<file path="config.mk">
export PLATFORM = sky130hd
export DESIGN_NAME = yuyv_pair_to_rgb565
export DESIGN_NICKNAME = d
export VERILOG_FILES = /design/src/rtl/yuyv565_pkg.sv /design/src/rtl/yuyv565_pixel.sv /design/src/rtl/yuyv_pair_to_rgb565.sv
export SDC_FILE = /design/constraint.sdc
export NUM_CORES = 1
export LEC_CHECK = 0
export BUFFER_PORTS_ARGS = -buffer_cell sky130_fd_sc_hd__buf_2
export CAP_MARGIN = 10
export CORE_ASPECT_RATIO = 0.5
export CORE_MARGIN = 2
export CORE_UTILIZATION = 65
export DETAILED_ROUTE_END_ITERATION = 10
export MAX_ROUTING_LAYER = met4
export PLACE_DENSITY = 0.83
export SYNTH_ARGS = -nofsm -noshare
export SYNTH_HDL_FRONTEND = slang
export SYNTH_HIERARCHICAL = 1
export SYNTH_SLANG_ARGS = --single-unit
export TNS_END_PERCENT = 100
</file>
<file path="constraint.sdc">
create_clock -name aclk -period 7.2 [get_ports aclk]
set_input_delay 1.44 -clock aclk [delete_from_list [all_inputs] [get_ports aclk]]
set_output_delay 1.44 -clock aclk [all_outputs]
set_load 0.02 [all_outputs]
</file>
<file path="src/rtl/yuyv565_pkg.sv">
// Shared constants, types and pipeline enables for the YUYV pair to RGB565 converter.
`timescale 1ns / 1ps

package yuyv565_pkg;

    // BT.601 integer coefficients, rounding term and luma input offset.
    localparam int COEF_Y      = 298;
    localparam int COEF_CR_B   = 409;
    localparam int COEF_CB_G   = 100;
    localparam int COEF_CR_G   = 208;
    localparam int COEF_CB_R   = 516;
    localparam int ROUND_ADD   = 128;
    localparam int LUMA_OFFSET = 16;

    // Byte widths of the stream payloads.
    localparam int IN_BYTES  = 4;
    localparam int OUT_BYTES = 4;

    // Offset luma spans -16..239, offset chroma -128..127.
    typedef logic signed [8:0]  luma_t;
    typedef logic signed [7:0]  chroma_t;
    // Any single product fits in 19 signed bits, any channel sum in 20.
    typedef logic signed [18:0] prod_t;
    typedef logic signed [19:0] sum_t;

    // Load enables of the register stages behind the input stage.
    typedef struct packed {
        logic s2;
        logic s3;
        logic s4;
    } stage_en_t;

endpackage

</file>
<file path="src/rtl/yuyv565_pixel.sv">
// Luma product, channel sums, clamping and RGB565 packing for one output pixel.
`timescale 1ns / 1ps

module yuyv565_pixel
    import yuyv565_pkg::*;
(
    input  logic      aclk,
    input  stage_en_t en,
    input  luma_t     luma,      // stage 1 register, offset luma
    input  prod_t     prod_cr_b, // stage 2 registers, chroma products
    input  prod_t     prod_cb_g,
    input  prod_t     prod_cr_g,
    input  prod_t     prod_cb_r,
    output logic [7:0] low_byte,
    output logic [7:0] high_byte
);

    // Floor of sum / 256, clamped to 0..255.
    function automatic logic [7:0] sat8(input sum_t s);
        logic signed [11:0] q;
        q = s[19:8];
        if (q[11]) begin
            return 8'd0;
        end else if (q[10:8] != 3'd0) begin
            return 8'hff;
        end else begin
            return q[7:0];
        end
    endfunction

    prod_t      yy_reg, yy_next;
    sum_t       sum_b_reg, sum_g_reg, sum_r_reg;
    sum_t       sum_b_next, sum_g_next, sum_r_next;
    logic [7:0] low_reg, high_reg, low_next, high_next;
    logic [7:0] chan_b, chan_g, chan_r;

    // Stage 2: scaled luma.
    assign yy_next = prod_t'(luma) * prod_t'(COEF_Y);

    // Stage 3: channel sums with the rounding term.
    assign sum_b_next = sum_t'(yy_reg) + sum_t'(prod_cr_b) + sum_t'(ROUND_ADD);
    assign sum_g_next = sum_t'(yy_reg) - sum_t'(prod_cb_g) - sum_t'(prod_cr_g)
                      + sum_t'(ROUND_ADD);
    assign sum_r_next = sum_t'(yy_reg) + sum_t'(prod_cb_r) + sum_t'(ROUND_ADD);

    // Stage 4: clamp each channel and pack into two bytes.
    assign chan_b    = sat8(sum_b_reg);
    assign chan_g    = sat8(sum_g_reg);
    assign chan_r    = sat8(sum_r_reg);
    assign low_next  = {chan_g[4:2], chan_b[7:3]};
    assign high_next = {chan_r[7:3], chan_g[7:5]};

    // Payload registers, loaded when their stage advances.
    always_ff @(posedge aclk) begin
        if (en.s2) begin
            yy_reg <= yy_next;
        end
        if (en.s3) begin
            sum_b_reg <= sum_b_next;
            sum_g_reg <= sum_g_next;
            sum_r_reg <= sum_r_next;
        end
        if (en.s4) begin
            low_reg  <= low_next;
            high_reg <= high_next;
        end
    end

    assign low_byte  = low_reg;
    assign high_byte = high_reg;

endmodule

</file>
<file path="src/rtl/yuyv_pair_to_rgb565.sv">
// Top level: four-stage pipeline converting one YUYV pixel pair to two RGB565 pixels.
//
//  Channel | Direction | Ports                               | Contents
//  --------+-----------+-------------------------------------+----------------------------
//  s_      | in        | s_tvalid s_tready s_tdata s_tlast   | one packed 4:2:2 pixel pair
//  m_      | out       | m_tvalid m_tready m_tdata m_tlast   | two RGB565 pixels
//
// One item enters per clock unless a stall at m_tready has backed up to stage 1; its result
// raises m_tvalid after the four register stages (offset, multiply, sum, clamp and pack).
// Reset clears only the stage valid bits; the payload registers are not reset.
// A stage holds its item while the stage after it is full and stalled, so a stall
// at m_tready backs up stage by stage and empty stages still accept new items.
`timescale 1ns / 1ps

module yuyv_pair_to_rgb565
    import yuyv565_pkg::*;
(
    input  logic                     aclk,
    input  logic                     aresetn,
    input  logic                     s_tvalid,
    output logic                     s_tready,
    // luma_second [7:0], chroma_cr [15:8], luma_first [23:16], chroma_cb [31:24]
    input  logic [8*IN_BYTES-1:0]    s_tdata,
    input  logic                     s_tlast,   // last_pair
    output logic                     m_tvalid,
    input  logic                     m_tready,
    // first_low_byte [7:0], first_high_byte [15:8],
    // second_low_byte [23:16], second_high_byte [31:24]
    output logic [8*OUT_BYTES-1:0]   m_tdata,
    output logic                     m_tlast    // end_of_frame
);

    logic      v1_reg, v2_reg, v3_reg, v4_reg;
    logic      adv1, adv2, adv3, adv4;
    stage_en_t en;

    luma_t     y1_reg, y2_reg, y1_next, y2_next;
    chroma_t   cr_reg, cb_reg, cr_next, cb_next;
    logic      last1_reg, last2_reg, last3_reg, last4_reg;

    prod_t     cr_b_reg, cb_g_reg, cr_g_reg, cb_r_reg;
    prod_t     cr_b_next, cb_g_next, cr_g_next, cb_r_next;

    logic [7:0] first_low, first_high, second_low, second_high;

    // A stage advances when it is empty or the stage after it advances.
    assign adv4     = !v4_reg || m_tready;
    assign adv3     = !v3_reg || adv4;
    assign adv2     = !v2_reg || adv3;
    assign adv1     = !v1_reg || adv2;
    assign s_tready = adv1;
    assign en       = '{s2: adv2, s3: adv3, s4: adv4};

    // Valid bits travel with the items.
    always_ff @(posedge aclk) begin
        if (!aresetn) begin
            v1_reg <= 1'b0;
            v2_reg <= 1'b0;
            v3_reg <= 1'b0;
            v4_reg <= 1'b0;
        end else begin
            if (adv1) v1_reg <= s_tvalid;
            if (adv2) v2_reg <= v1_reg;
            if (adv3) v3_reg <= v2_reg;
            if (adv4) v4_reg <= v3_reg;
        end
    end

    // Stage 1: remove the luma and chroma offsets.
    assign y2_next = $signed({1'b0, s_tdata[7:0]}) - luma_t'(LUMA_OFFSET);
    assign cr_next = $signed({~s_tdata[15], s_tdata[14:8]});
    assign y1_next = $signed({1'b0, s_tdata[23:16]}) - luma_t'(LUMA_OFFSET);
    assign cb_next = $signed({~s_tdata[31], s_tdata[30:24]});

    // Stage 2: chroma products, shared by both pixels.
    assign cr_b_next = prod_t'(cr_reg) * prod_t'(COEF_CR_B);
    assign cb_g_next = prod_t'(cb_reg) * prod_t'(COEF_CB_G);
    assign cr_g_next = prod_t'(cr_reg) * prod_t'(COEF_CR_G);
    assign cb_r_next = prod_t'(cb_reg) * prod_t'(COEF_CB_R);

    // Payload registers of the shared path and the frame flag.
    always_ff @(posedge aclk) begin
        if (adv1) begin
            y1_reg    <= y1_next;
            y2_reg    <= y2_next;
            cr_reg    <= cr_next;
            cb_reg    <= cb_next;
            last1_reg <= s_tlast;
        end
        if (adv2) begin
            cr_b_reg  <= cr_b_next;
            cb_g_reg  <= cb_g_next;
            cr_g_reg  <= cr_g_next;
            cb_r_reg  <= cb_r_next;
            last2_reg <= last1_reg;
        end
        if (adv3) begin
            last3_reg <= last2_reg;
        end
        if (adv4) begin
            last4_reg <= last3_reg;
        end
    end

    // Per-pixel datapaths for stages 2 to 4.
    yuyv565_pixel u_pixel_first (
        .aclk      (aclk),
        .en        (en),
        .luma      (y1_reg),
        .prod_cr_b (cr_b_reg),
        .prod_cb_g (cb_g_reg),
        .prod_cr_g (cr_g_reg),
        .prod_cb_r (cb_r_reg),
        .low_byte  (first_low),
        .high_byte (first_high)
    );

    yuyv565_pixel u_pixel_second (
        .aclk      (aclk),
        .en        (en),
        .luma      (y2_reg),
        .prod_cr_b (cr_b_reg),
        .prod_cb_g (cb_g_reg),
        .prod_cr_g (cr_g_reg),
        .prod_cb_r (cb_r_reg),
        .low_byte  (second_low),
        .high_byte (second_high)
    );

    // Result channel.
    assign m_tvalid = v4_reg;
    assign m_tdata  = {second_high, second_low, first_high, first_low};
    assign m_tlast  = last4_reg;

endmodule

</file>
# Word-level counts from Yosys, hierarchy flattened
# Cells that the tools add are included.
# W data, S select, Z words.
word_totals:
  output_inout_bits: 35
  reg_bits: 292
  elab_cells: 76
  input_bits: 37
classes:
  n_mux: 6
  bitwise_logic: 2
  mul: 6
  n_reduce_logical: 14
  addsub: 16
ops:
  columns: ["op", "count"]
  rows:
  - ["$add A20 B9 Y20 const B", 6]
  - ["$mux W8", 6]
  - ["$add A19 B18 Y20", 2]
  - ["$add A19 B19 Y20", 2]
  - ["$sub A19 B16 Y20", 2]
  - ["$sub A20 B17 Y20", 2]
  - ["$mul A9 B9 Y18 const B", 2]
  - ["$mul A8 B10 Y18 const B", 1]
  - ["$reduce_bool A3 Y1", 6]
  - ["$sub A8 B5 Y9 const B", 2]
  - ["$mul A8 B9 Y17 const B", 1]
  - ["$mul A8 B6 Y14 const B", 1]
  - ["$mul A8 B5 Y13 const B", 1]
  - ["$logic_not A1 Y1", 4]
  - ["$logic_or A1 B1 Y1", 4]
  - ["$not A1 Y1", 2]

# Longest topological paths before layout
depth:
  ltp_word: 5
  mapped_depth: 16
  ltp_nobuf: 16

# Cells and area by module
# Netlist, hierarchy kept.
by_module_without_submodules:
  columns: ["mod", "cells_per_inst", "n_inst", "area_each_um2", "seq_area_each_um2"]
  rows:
  - ["yuyv_pair_to_rgb565", 479, 1, 6213.5, 2932.8]
  - ["yuyv565_pixel at u_pixel_first", 592, 1, 6195.9, 1861.8]
  - ["yuyv565_pixel at u_pixel_second", 574, 1, 6110.9, 1861.8]

# Worst setup path after synthesis
# Ideal clock, no wire load.
synth_path:
  kind: "in2out"
  startpoint: "in m_tready"
  endpoint: "out s_tready"
  cell_stages: 3
  n_path_buf: 0
  arrival_time_ns: 2.605
  path_slack_ns: 3.155
  required_ns: 5.760
  cell_sequence: "nor2b_1 > and3_1 > nand2_1"
synth_between:
  elab_chain_cells: 4
synth_rtl:
  columns: ["element", "line", "source"]
  rows:
  - ["start, declared", "yuyv_pair_to_rgb565.sv:26", "input logic m_tready,"]
  - ["$logic_or A1 B1 Y1", "yuyv_pair_to_rgb565.sv:47", "assign adv4 = !v4_reg || m_tready;"]
  - ["$logic_or A1 B1 Y1", "yuyv_pair_to_rgb565.sv:48", "assign adv3 = !v3_reg || adv4;"]
  - ["$logic_or A1 B1 Y1", "yuyv_pair_to_rgb565.sv:49", "assign adv2 = !v2_reg || adv3;"]
  - ["$logic_or A1 B1 Y1", "yuyv_pair_to_rgb565.sv:50", "assign adv1 = !v1_reg || adv2;"]
  - ["end, declared", "yuyv_pair_to_rgb565.sv:21", "output logic s_tready,"]
# Every way passes these cells.

# Worst setup path after layout
layout_path:
  startpoint: "reg cr_reg[7]"
  endpoint: "reg cr_b_reg[15] (data pin)"
layout_between:
  elab_chain_cells: 1
layout_rtl:
  columns: ["element", "line", "source"]
  rows:
  - ["start, declared", "yuyv_pair_to_rgb565.sv:38", "chroma_t cr_reg, cb_reg, cr_next, cb_next;"]
  - ["start signal, assigned", "yuyv_pair_to_rgb565.sv:86", "cr_reg <= cr_next;"]
  - ["$mul A8 B10 Y18", "yuyv_pair_to_rgb565.sv:76", "assign cr_b_next = prod_t'(cr_reg) * prod_t'(COEF_CR_B);"]
  - ["via cr_b_next[15]", "yuyv_pair_to_rgb565.sv:42", "prod_t cr_b_next, cb_g_next, cr_g_next, cb_r_next;"]
  - ["end signal, assigned", "yuyv_pair_to_rgb565.sv:91", "cr_b_reg <= cr_b_next;"]
  - ["end, declared", "yuyv_pair_to_rgb565.sv:41", "prod_t cr_b_reg, cb_g_reg, cr_g_reg, cb_r_reg;"]
# The timed path passes the listed nets, and every way through them passes these cells.
# A chain may end at the register's enable or synchronous reset.

==> impl_summary.md <==
Critical path
In this run the worst path has a maximum fanout of 11. The startpoint of the worst-slack reg-to-reg timing path is cr_reg[7]$_DFFE_PP_. The kind of start point of the critical path is a register. For the worst setup path, the data required time is ~7.5 ns.

The worst setup path is captured at a register. Data on the critical path arrives at its endpoint at 4.51 ns. The worst flop-to-flop path endpoint is cr_b_reg[15]$_DFFE_PP_. For flop-to-flop paths, the worst setup slack is around 3.0 ns.

The depth of the worst register-to-register path is 12. The worst setup path is of the reg -> reg kind.

CTS
The total number of clock tree sinks is 223. The depth of the CTS H-tree is 1. Hold repair after CTS inserted 0 buffers. Once the clock tree was built, the setup fixing pass inserted 0 buffers. The clock reaches the later pin of the worst-skew pair after 0.52 ns. The number of CTS-inserted buffers is 22. The number of resized instances in the post-cts repair step is 0. The TritonCTS clock tree is done. The cell chosen for the clock root is sky130_fd_sc_hd__clkbuf_16. After clock tree synthesis, the clock-pin slew on the worst setup and hold paths is ~0.07 ns. The maximum clock insertion buffer count is 3.

Timing
Based on the critical path, the design can be clocked at up to about 0.24 GHz. The number of slew-limit violations in the final report is 0. The sum of negative setup slack is 0 ns. Across the routed clock network, the largest skew measured is ~0.012 ns. At the pin with the least slew margin, the transition time is 0.789 ns. Setup violations remaining at the end of the flow were counted as 0. In the finished design, the share of the clock period the worst path needs comes to 58.9%.

The count of endpoints failing hold in the final timing report is 0. Setup repair after global routing left no endpoint under its margin. The relative slew slack is between 40% and 50%. The worst hold slack is 0.437 ns. The final period demand of the worst path is ~4.2 ns.

Floorplan
The die covers ~0.030 mm^2. The core area is ~0.028 mm^2. For this configuration, the core starts out at a cell density of 66.5%. The floorplan die width is ~240 um. The chip height is roughly 120 um. The initialized floorplan defines 43 standard-cell rows. The I/O pin count is slightly above 70.

Finish
The number of filler cells placed in the layout is 1926. At the end of the flow the core is filled with cells to ~72%. The fraction of layout instances using a drive strength above 1 is 8.09%. The multi-input combinational cells in the finished layout cover a total of roughly 0.011 mm^2. Leaving out fill and tap cells, the most frequent cell in the layout is sky130_fd_sc_hd__ha_1. Registers take around 0.0067 mm^2. The final layout net count is around 2300. The top cell types in the final layout, fill and taps aside, are sky130_fd_sc_hd__ha_1, sky130_fd_sc_hd__inv_1, sky130_fd_sc_hd__edfxtp_1.

The number of diodes added for antenna fixing is 0. Compared with the post-synthesis result, the final layout area differs by 9.04%.

Global route
The number of global-route vias before repair is about 12000. Entering global routing, the biggest net connects roughly 60 pins. The number of antenna violations at the first check in global routing is 0. The overall fraction of global-route tracks in use is 26.3%.

The leftover overflow at the end of global routing is 0. The first global-routing pass estimated 59.2 mm of wire.

Logic synthesis
In the synthesized netlist, the number of instances is around 1600. The unique cell type count in the Yosys netlist is 64. In this run the mean area of a mapped cell was roughly 11 um^2.

For this run, asynchronously set or reset flops after synthesis account for 0%. The Yosys step of the flow raised 6 warnings. The synthesized design contains ~220 register bits. Yosys mapped a number of flops with a built-in enable equal to around 220. The main flop type after synthesis is sky130_fd_sc_hd__edfxtp_1. The area of the mapped netlist is around 0.019 mm^2. Of the synthesized area, sequential elements account for between 30% and 40%.

Worst hold path
Along the worst hold path, the cell count comes to 0. The class of the most critical hold timing path is reg -> reg. The startpoint identified for the worst hold timing path is last1_reg$_DFFE_PP_. The worst hold path terminates at last2_reg$_DFFE_PP_.

Drt
Before antenna repair, the detailed router went through 5 iterations. The routed length per placed instance is roughly 17 um. The number of remaining DRC errors is 0.

The routed wire length is ~37 mm. After detailed routing, the number of vias per cell comes to around 5.5. The via count is roughly 12000. The number of design-rule violations left by the first detailed-router iteration is between 700 and 800. The number of routed nets with antenna violations is 0.

Place
Detailed placement finished with a half-perimeter wire length of 29.7 mm. The final weighted congestion of routability-driven global placement is approximately 0.93. The number of input and output port buffers inserted is 71.

Job
The number of max-cap violations is 0.

Status
The flow ran to the end, and the final reports show no timing, DRC or antenna violations.
-- cells by family after synthesis --
kind of cell               count (synthesis)  share of synthesized area (%)
xor gates and xnor gates                 116                           5.49
muxes                                      8                          0.459
and+or+nand+nor                          269                           6.69
AOI/OAI and AO/OA                        253                           9.36
buffers and inverters                    290                           5.88
other                                      1                         0.0202
adders and majority gates                485                           36.2
DFF                                      223                           35.9
-- final cells by class --
type / count / area share [%]
timing repair buffer: 75 / 1.91
clock buffer: 26 / 2.91
clock inverter: 14 / 0.948
tap: 382 / 2.37
inverter: 284 / 5.28
sequential: 223 / 33.0
multi-input combinational: 1145 / 53.6
-- worst max path at each step --
stage | from | endpoint | slack (ns) | cells past startpoint
after floorplan | m_tready | s_tready | 3.15 | 3
after global placement | m_tready | s_tready | 3.02 | 6
after detailed placement | cr_reg[7]$_DFFE_PP_ | cr_b_reg[15]$_DFFE_PP_ | 2.95 | 12
after CTS | cr_reg[7]$_DFFE_PP_ | cr_b_reg[15]$_DFFE_PP_ | 2.96 | 12
after global routing | cr_reg[7]$_DFFE_PP_ | cr_b_reg[15]$_DFFE_PP_ | 2.80 | 12
final | cr_reg[7]$_DFFE_PP_ | cr_b_reg[15]$_DFFE_PP_ | 2.96 | 12
-- critical path, cell delays in order, from the launching register on --
cell and delay, ns:
sky130_fd_sc_hd__edfxtp_1 0.67, sky130_fd_sc_hd__fa_1 0.55, sky130_fd_sc_hd__fa_1 0.50, sky130_fd_sc_hd__inv_1 0.05
sky130_fd_sc_hd__fa_1 0.44, sky130_fd_sc_hd__fa_1 0.49, sky130_fd_sc_hd__inv_1 0.04, sky130_fd_sc_hd__ha_1 0.34
sky130_fd_sc_hd__a21oi_2 0.23, sky130_fd_sc_hd__o211ai_1 0.14, sky130_fd_sc_hd__a21boi_1 0.23, sky130_fd_sc_hd__o21ai_0 0.14
sky130_fd_sc_hd__xor2_1 0.16
-- cells in the mapped netlist (6+ instances only) --
cell type                  instances  share of area (%)
sky130_fd_sc_hd__a211oi_1          6               0.24
sky130_fd_sc_hd__a21o_1           30                1.2
sky130_fd_sc_hd__a21oi_1          87                2.4
sky130_fd_sc_hd__and3_1            6               0.20
sky130_fd_sc_hd__clkbuf_1          6               0.12
sky130_fd_sc_hd__edfxtp_1        219                 36
sky130_fd_sc_hd__fa_1             84                9.1
sky130_fd_sc_hd__ha_1            401                 27
sky130_fd_sc_hd__inv_1           284                5.8
sky130_fd_sc_hd__nand2_1          50                1.0
sky130_fd_sc_hd__nand2b_1          9               0.30
sky130_fd_sc_hd__nand3_1          14               0.38
sky130_fd_sc_hd__nand4_1          11               0.37
sky130_fd_sc_hd__nor2_1          120                2.4
sky130_fd_sc_hd__nor2b_1          16               0.54
sky130_fd_sc_hd__nor3_1           17               0.46
sky130_fd_sc_hd__nor3b_1           6               0.24
sky130_fd_sc_hd__o211ai_1         11               0.45
sky130_fd_sc_hd__o21a_1           18               0.73
sky130_fd_sc_hd__o21ai_0          28               0.76
sky130_fd_sc_hd__o21ai_1          14               0.38
sky130_fd_sc_hd__or3_1             9               0.30
sky130_fd_sc_hd__xnor2_1          70                3.3
sky130_fd_sc_hd__xor2_1           46                2.2
-- through the flow --
| step | instance area [um^2] | setup slack (ns) | cells |
|---|---|---|---|
| final | 20200 | 2.96 | 2149 |
| after global placement | 19400 | 3.02 | 2109 |
| after global routing | 20200 | 2.80 | 2149 |
| after CTS | 20200 | 2.96 | 2149 |
| after detailed placement | 19400 | 2.95 | 2109 |
| after floorplan | 18600 | 3.15 | 1658 |
-- metal layers --
metal	part of all wire [%]	up-vias	GRT usage, %
li1	-	5946	-
met3	6.8	55	6.45
met4	2.0	0	5.83
met1	48	5603	35.0
met5	0	-	-
met2	44	265	41.2
Power is not shown: default switching activity piles up to over one toggle a cycle in this logic, so the estimate is an artifact.
